$ cat src/rtl/core/lscm_pkg.sv
package lscm_pkg;

  localparam int FIELD_W    = 11;
  localparam int INDEX_W    = 6;
  localparam int IN_DATA_W  = 48;
  localparam int OUT_DATA_W = 56;
  localparam int CFG_IDX_W  = 2;
  localparam int CFG_DATA_W = 12;
  localparam int DIST_W     = 8;
  localparam int GAP_W      = 12;
  localparam int RECIP_W    = 8;

  localparam logic [CFG_IDX_W-1:0] REG_DISTANCE_LIMIT   = 2'd0;
  localparam logic [CFG_IDX_W-1:0] REG_ENDPOINT_GAP     = 2'd1;
  localparam logic [CFG_IDX_W-1:0] REG_ANGLE_RECIP      = 2'd2;

  localparam logic [DIST_W-1:0]  DISTANCE_LIMIT_RST = 8'd5;
  localparam logic [GAP_W-1:0]   ENDPOINT_GAP_RST   = 12'd70;
  localparam logic [RECIP_W-1:0] ANGLE_RECIP_RST    = 8'd10;

  typedef enum logic [2:0] {
    ST_IDLE  = 3'b001,
    ST_SCAN  = 3'b010,
    ST_WRITE = 3'b100
  } state_e;

  // Commands from the controller to the datapath.
  typedef struct packed {
    logic start;    // latch the new segment, restart the scan
    logic issue;    // read the next cluster slot
    logic flush;    // drop everything still in the compare pipeline
    logic capture;  // keep the matching cluster and its merged segment
    logic commit;   // update the table and load the result register
  } cmd_t;

  typedef struct packed {
    logic scan_done;
    logic pipe_empty;
    logic hit_valid;
  } sts_t;

endpackage

$ cat src/rtl/core/lscm_ctrl.sv
module lscm_ctrl (
  input  logic          clk_i,
  input  logic          rst_ni,
  input  logic          in_valid_i,
  output logic          in_ready_o,
  output logic          out_valid_o,
  input  logic          out_ready_i,
  output lscm_pkg::cmd_t cmd_o,
  input  lscm_pkg::sts_t sts_i
);
  import lscm_pkg::*;

  state_e state_q, state_d;
  logic   out_valid_q, out_valid_d;
  logic   out_free;

  assign in_ready_o  = (state_q == ST_IDLE);
  assign out_valid_o = out_valid_q;
  assign out_free    = !out_valid_q || out_ready_i;

  always_comb begin
    state_d     = state_q;
    out_valid_d = out_valid_q && !out_ready_i;
    cmd_o       = '0;
    case (state_q)
      ST_IDLE: begin
        if (in_valid_i) begin
          cmd_o.start = 1'b1;
          state_d     = ST_SCAN;
        end
      end
      ST_SCAN: begin
        if (sts_i.hit_valid) begin
          cmd_o.capture = 1'b1;
          cmd_o.flush   = 1'b1;
          state_d       = ST_WRITE;
        end else if (sts_i.scan_done && sts_i.pipe_empty) begin
          state_d = ST_WRITE;
        end else begin
          cmd_o.issue = !sts_i.scan_done;
        end
      end
      ST_WRITE: begin
        if (out_free) begin
          cmd_o.commit = 1'b1;
          out_valid_d  = 1'b1;
          state_d      = ST_IDLE;
        end
      end
      default: begin
        state_d = ST_IDLE;
      end
    endcase
  end

  always_ff @(posedge clk_i or negedge rst_ni) begin
    if (!rst_ni) begin
      state_q     <= ST_IDLE;
      out_valid_q <= 1'b0;
    end else begin
      state_q     <= state_d;
      out_valid_q <= out_valid_d;
    end
  end

endmodule

$ cat config.mk
export PLATFORM = sky130hd
export DESIGN_NAME = lscm_ctrl
export DESIGN_NICKNAME = d
export VERILOG_FILES = /design/src/rtl/core/lscm_pkg.sv /design/src/rtl/core/lscm_ctrl.sv
export SDC_FILE = /design/constraint.sdc
export NUM_CORES = 1
export LEC_CHECK = 0
export BUFFER_PORTS_ARGS = -buffer_cell sky130_fd_sc_hd__buf_4
export CAP_MARGIN = 15
export CORE_AREA = 3 3 40 42
export CTS_BUF_LIST = sky130_fd_sc_hd__clkbuf_2 sky130_fd_sc_hd__clkbuf_4 sky130_fd_sc_hd__clkbuf_8
export CTS_CLUSTER_SIZE = 28
export DETAILED_ROUTE_END_ITERATION = 12
export DIE_AREA = 0 0 43 45
export GPL_ROUTABILITY_DRIVEN = 0
export PLACE_DENSITY = 0.37
export SLEW_MARGIN = 20
export SYNTH_ARGS = -nofsm -noshare
export SYNTH_HDL_FRONTEND = slang
export SYNTH_SLANG_ARGS = --single-unit
$ cat constraint.sdc
create_clock -name clk_i -period 2 [get_ports clk_i]
set_input_delay 0.2 -clock clk_i [delete_from_list [all_inputs] [get_ports clk_i]]
set_output_delay 0.2 -clock clk_i [all_outputs]
set_load 0.1 [all_outputs]
==> results.md, run 1 <==
* Layout net count at 47
* Setup TNS at 0 ns
* Clk buf depth at 2
* Max-slew violations at 0
* Final Core Density at 31.9%
* Leading cell type in the layout, fill and taps excluded: buf_4
* Crit path DAT at 1.54 ns
* Power Density at 1590 mW/mm²
* Synth Register Bits at 4
* Die Wd at 43 µm
* Syn Inst Count at 22
* Post-synth top area cell: dfrtp_1
* Fillers at 152
* Max IR drop VDD at 0.469 mV
* Critical-path cell with the highest stage delay: or3b_1
* DRT met1 WL at 219 µm
* Min Clock Period, post-route at 1.74 ns
* Synth Cell Area at 249 µm²
* Layout cells sized above 1 at 64.1%
* Status: finished clean
* Peak fanout along the critical path at 6
* Port bufs at 13
* Period utilization at 87.0%
* Most frequent cells in the layout: 13 x buf_4, 4 x clkbuf_4, 3 x dfrtp_1
* Post-CTS sizing at 0
* Reg area at 101 µm²
* Register area share after synthesis at 40.7%
* Metal3 WL at 31 µm
* Worst slew margin at 81.3%
* Average size of a mapped cell at 11.3 µm²
* Vias/cell at 4.09
* Detail Route Antenna Nets at 0
* Bufs and invs on worst path at 1
* CTS sink count at 4
* Syn Nets at 29
* CP startpoint: state_q[2]$_DFFE_PN0P_
* HP Class: input port to flop
* Wirelength, routed at 586 µm
* Met2 routed WL at 334 µm
* H-tree depth at 1
* Worst stage delay on the critical path at 0.44 ns
* HPWL after DPL at 480 µm
* Syn-to-layout area delta at 64.8%
* Static Leak at 0.201 nW
* Design Power at 0.000652 W
* Via Count at 221
* Hold Crit Start: out_ready_i
* Pin count of the biggest net entering global routing at 7
* Max Cap Viol at 0
* Ys Warns at 0
* Synth unique cells at 18
* Root buffer cell: clkbuf_4
* Clock skew at 0.00598 ns
* Pre-CTS setup slack at 0.506 ns
* Crit. End Element: primary output
* Core area at 0.00128 mm²
* Vias in the first global route at 215
* Die area at 0.00194 mm²
* Initial antenna violation count at 0
* Cell Chain, Critical Path: or3b_1, nor3_4, buf_4
* Die H at 45 µm
* GRT Util Overall at 6.45%
* RR Startpoint: state_q[2]$_DFFE_PN0P_
* Post-CTS setup buffer count at 0
* CP Launch Type: flop
* Hold WS at 0.157 ns
* Clk_lat worst skew at 0.23 ns
* Hold Buf Count CTS at 1
* Crit path kind: flop to primary output
* Rows at 13
* DR iter-0 viols at 1
* DR pass1 iterations at 2
* RSZ-0062 raised after global routing: false
* Setup WS post-layout at 0.260 ns
* CTS tree: built
* Max Fclk at 575 MHz
* Ports at 14
* DRC errors left at 0
* WP data required at 1.80 ns
* Synth area leaders: dfrtp_1 30%, dfstp_2 11%, or3b_1 7.0%
* Final Setup Violations at 0
* Avg WL per Cell at 10.9 µm
* Synth top area share at 30.2%
* GRT overflow at 0
* Area of the multi-input gates at 145 µm²
* Ant diodes at 0
* Max Used Layer: met3
* Initial Util at 19.4%
* Actual slew at the worst max-slew pin at 0.283 ns
* Clock buffer count from CTS at 3
* Crit path max-delay family: simple AND/OR/NAND/NOR gates
* Clock transition at path regs at 0.04 ns
* First-pass GRT wire length at 862 µm
* Final number of hold-violating endpoints at 0
[area by class of cell]
| type | instances | share of cell area [%] |
|---|---|---|
| Clock buffer | 4 | 7.32 |
| Inverter | 2 | 1.83 |
| Multi-Input combinational cell | 15 | 35.4 |
| Sequential cell | 4 | 24.7 |
| Tap cell | 15 | 4.57 |
| Timing Repair Buffer | 14 | 26.2 |
[registers in the layout (all words and copies together) (netlist names)]
signal       cells
out_valid_o      1
state_q          3
[per-layer routing]
metal,up-vias,GRT usage (%)
met4,0,7.23
met3,0,2.79
met5,-,0
met2,5,10.2
met1,103,5.88
li1,113,-
[cell families after synthesis]
kind of cell	count (synthesis)	share of synthesized area [%]
AOI/OAI and AO/OA	6	21.6
buffers and inverters	3	6.03
DFF	4	40.7
and+or+nand+nor	9	31.7
[worst reg2reg max path, delay by kind of cell, from the launching register on]
family,cells,cell delay [ns]
DFF,1,0.43
and+or+nand+nor,1,0.44
AOI/OAI and AO/OA,1,0.14
[power breakdown]
| part | leakage, nW | switching [W] | internal, W |
|---|---|---|---|
| combinational | 0.131 | 0.000288 | 0.0000966 |
| sequential | 0.0510 | 0.0000343 | 0.000111 |
| clock | 0.0184 | 0.0000339 | 0.0000884 |
[final timing paths]
path / end / slack (ns) / cells after the start
max: cmd_o[3] / 0.26 / 3
min: out_valid_o$_DFF_PN0_ / 0.16 / 2
max reg2reg: state_q[2]$_DFFE_PN0P_ / 0.92 / 2
min reg2reg: out_valid_o$_DFF_PN0_ / 0.56 / 2
max in group asynchronous: state_q[0]$_DFFE_PN1P_ / 1.51 / 2
min in group asynchronous: out_valid_o$_DFF_PN0_ / 0.29 / 2
[through the flow]
stage | cell area (µm²) | cells
after floorplan | 262 | 22
after global placement | 370 | 49
after detailed placement | 370 | 49
after CTS | 410 | 54
after global routing | 410 | 54
final | 410 | 54
[cells in the mapped netlist]
library cell / n
buf_4: 1
nor3b_1: 1
o21ai_1: 1
a21oi_2: 1
a21oi_1: 1
nor2_1: 1
and2_1: 1
o2bb2ai_2: 1
nor3_2: 1
a211oi_2: 1
and4bb_1: 1
and3b_1: 1
dfrtp_1: 3
nor3b_2: 1
inv_1: 2
or3b_1: 2
dfstp_2: 1
a21o_1: 1
Power figures use the tool's default switching activity.
==> run 2: changes to the inputs <==
==> constraint.sdc (replaced) <==
create_clock -name clk_i -period 1.7 [get_ports clk_i]
set_input_delay 0.17 -clock clk_i [delete_from_list [all_inputs] [get_ports clk_i]]
set_output_delay 0.17 -clock clk_i [all_outputs]
set_load 0.1 [all_outputs]
==> run 2 against run 1 <==
- via count rose by 3.6%
- power rose by 19%
- critical path depth did not move
- critical path type unchanged
- global-route usage rose by 0.67 points
- design area rose by 7.0%
- worst hold slack got worse by 0.036 ns
- final cell count did not move
- wire length rose by 0.68%
- flip-flop and latch count did not move
- sequential power rose by 16%
- utilization rose by 2.2 points
- non-clock buffer count did not move
==> results.md, run 2 (synthesized netlist as in run 1, its figures left out) <==
* Status: finished clean
* Die area at 0.00194 mm² (unchanged)
* Design Power at 0.000779 W (+19%)
* Max Fclk at 612 MHz
* Ports at 14 (unchanged)
* Clock transition at path regs at 0.04 ns (about the same)
* Final Setup Violations at 0 (unchanged)
* Clk buf depth at 2 (unchanged)
* Detail Route Antenna Nets at 0 (unchanged)
* Max Cap Viol at 0 (unchanged)
* Cell Chain, Critical Path: or3b_1, nor3_4, buf_12
* Bufs and invs on worst path at 1 (unchanged)
* Clk_lat worst skew at 0.24 ns (about the same)
* Fillers at 134 (-12%)
* CTS tree: built
* DRC errors left at 0 (unchanged)
* Port bufs at 13 (unchanged)
* Power Density at 1770 mW/mm² (+12%)
* Core area at 0.00128 mm² (unchanged)
* Layout net count at 47 (unchanged)
* Crit path max-delay family: simple AND/OR/NAND/NOR gates
* Peak fanout along the critical path at 6 (unchanged)
* GRT met2 Usage at 11.1% (+0.90 points)
* First-pass GRT wire length at 945 µm (+9.6%)
* Final number of hold-violating endpoints at 0 (unchanged)
* Critical-path cell with the highest stage delay: dfrtp_2
* Crit path kind: flop to primary output
* Top reg by flops: state_q
* Clock buffer count from CTS at 3 (unchanged)
* Die H at 45 µm (unchanged)
* Leading cell type in the layout, fill and taps excluded: buf_4
* Setup WS post-layout at 0.0665 ns (-0.193 ns)
* CTS sink count at 4 (unchanged)
* Root buffer cell: clkbuf_4
* HP Class: input port to flop
* M1 GR Usage at 7.11% (+1.2 points)
* Worst slew margin at 81.6% (+0.30 points)
* Die Wd at 43 µm (unchanged)
* Vias in the first global route at 226 (+5.1%)
* Max IR drop VDD at 0.571 mV (+22%)
* Avg WL per Cell at 10.9 µm (+0.68%)
* RSZ-0062 raised after global routing: false
* H-tree depth at 1 (unchanged)
* Pin count of the biggest net entering global routing at 7 (unchanged)
* Ant diodes at 0 (unchanged)
* Worst stage delay on the critical path at 0.43 ns (about the same)
* Crit path DAT at 1.46 ns (-0.08 ns)
* WP data required at 1.53 ns (-0.27 ns)
* GR peak layer: met2
* CP Launch Type: flop
* Max-slew violations at 0 (unchanged)
* Via Count at 229 (+3.6%)
* Actual slew at the worst max-slew pin at 0.278 ns (-0.00453 ns)
* GRT overflow at 0 (unchanged)
* Layout cells sized above 1 at 66.7% (+2.6 points)
* Period utilization at 96.1%
* Min Clock Period, post-route at 1.63 ns
* Most frequent cells in the layout: 11 x buf_4, 4 x clkbuf_4
* Initial antenna violation count at 0 (unchanged)
* Syn-to-layout area delta at 76.4%
* Crit. End Element: primary output
* Static Leak at 0.205 nW (+2.2%)
* Pre-CTS setup slack at 0.243 ns (-0.263 ns)
* Clock skew at 0.00640 ns (+0.000419 ns)
* GRT Util Overall at 7.12% (+0.67 points)
* Max reg flops at 3 (unchanged)
* DR iter-0 viols at 0 (-1)
* Wirelength, routed at 590 µm (+0.68%)
* DR pass1 iterations at 1 (-1)
* Met3 usage at 1.59% (-1.2 points)
* Placed Cells incl. Taps at 49 (unchanged)
* Initial Util at 19.4% (unchanged)
* Vias/cell at 4.24 (+3.6%)
* Layout Cells excl Fill at 54 (unchanged)
* Rows at 13 (unchanged)
-- run 2: worst paths after layout --
check                                        from                      to  slack (ns)  cells past startpoint
min in group asynchronous                  rst_ni  state_q[2]$_DFFE_PN0P_        0.26                      2
max in group asynchronous                  rst_ni  state_q[0]$_DFFE_PN1P_        1.25                      2
min                                   out_ready_i   out_valid_o$_DFF_PN0_        0.12                      2
max                        state_q[2]$_DFFE_PN0P_                cmd_o[3]        0.07                      3
max reg2reg                state_q[2]$_DFFE_PN0P_  state_q[2]$_DFFE_PN0P_        0.63                      2
min reg2reg                 out_valid_o$_DFF_PN0_   out_valid_o$_DFF_PN0_        0.59                      2
-- run 2: layout make-up --
| type | count | area [µm²] | area share, % |
|---|---|---|---|
| clock buffers | 4 | 30.0 | 6.84 |
| multi-input cells | 15 | 153 | 34.8 |
| flip-flops and latches | 4 | 103 | 23.4 |
| well taps | 15 | 18.8 | 4.27 |
| repair buffers | 14 | 128 | 29.1 |
| inverters | 2 | 7.51 | 1.71 |
-- run 2: power by group --
group	switching, W	internal [W]	leakage, nW
registers	0.0000381	0.000132	0.0494
clock network	0.0000432	0.000104	0.0184
logic	0.000342	0.000120	0.137
total	0.000423	0.000356	0.205
-- run 2: timing repair --
| item | in CTS | in global routing |
|---|---|---|
| hold buffers | 1 | 0 |
| setup buffers | 0 | 0 |
| endpoints found under the setup margin | 2 | 2 |
| gates resized for setup | 2 | 4 |
| cloned | 0 | 0 |
| endpoints found under the hold margin | 4 | 0 |
-- run 2: metal layers --
| metal | up-vias | wire length, µm |
|---|---|---|
| li1 | 114 | - |
| met1 | 107 | 213 |
| met2 | 6 | 334 |
| met3 | 2 | 28 |
| met4 | 0 | 14 |
| met5 | - | 0 |
-- run 2: per-stage QoR --
stage                     TNS, ns  utilization [%]  area, µm²  hold slack [ns]
after floorplan            -0.285                -        269           -0.126
after global routing            0             34.2        439            0.117
after detailed placement        0             29.4        378          -0.0308
after global placement          0             29.4        378          -0.0324
after CTS                       0             33.1        425            0.113
final                           0             34.2        439            0.121
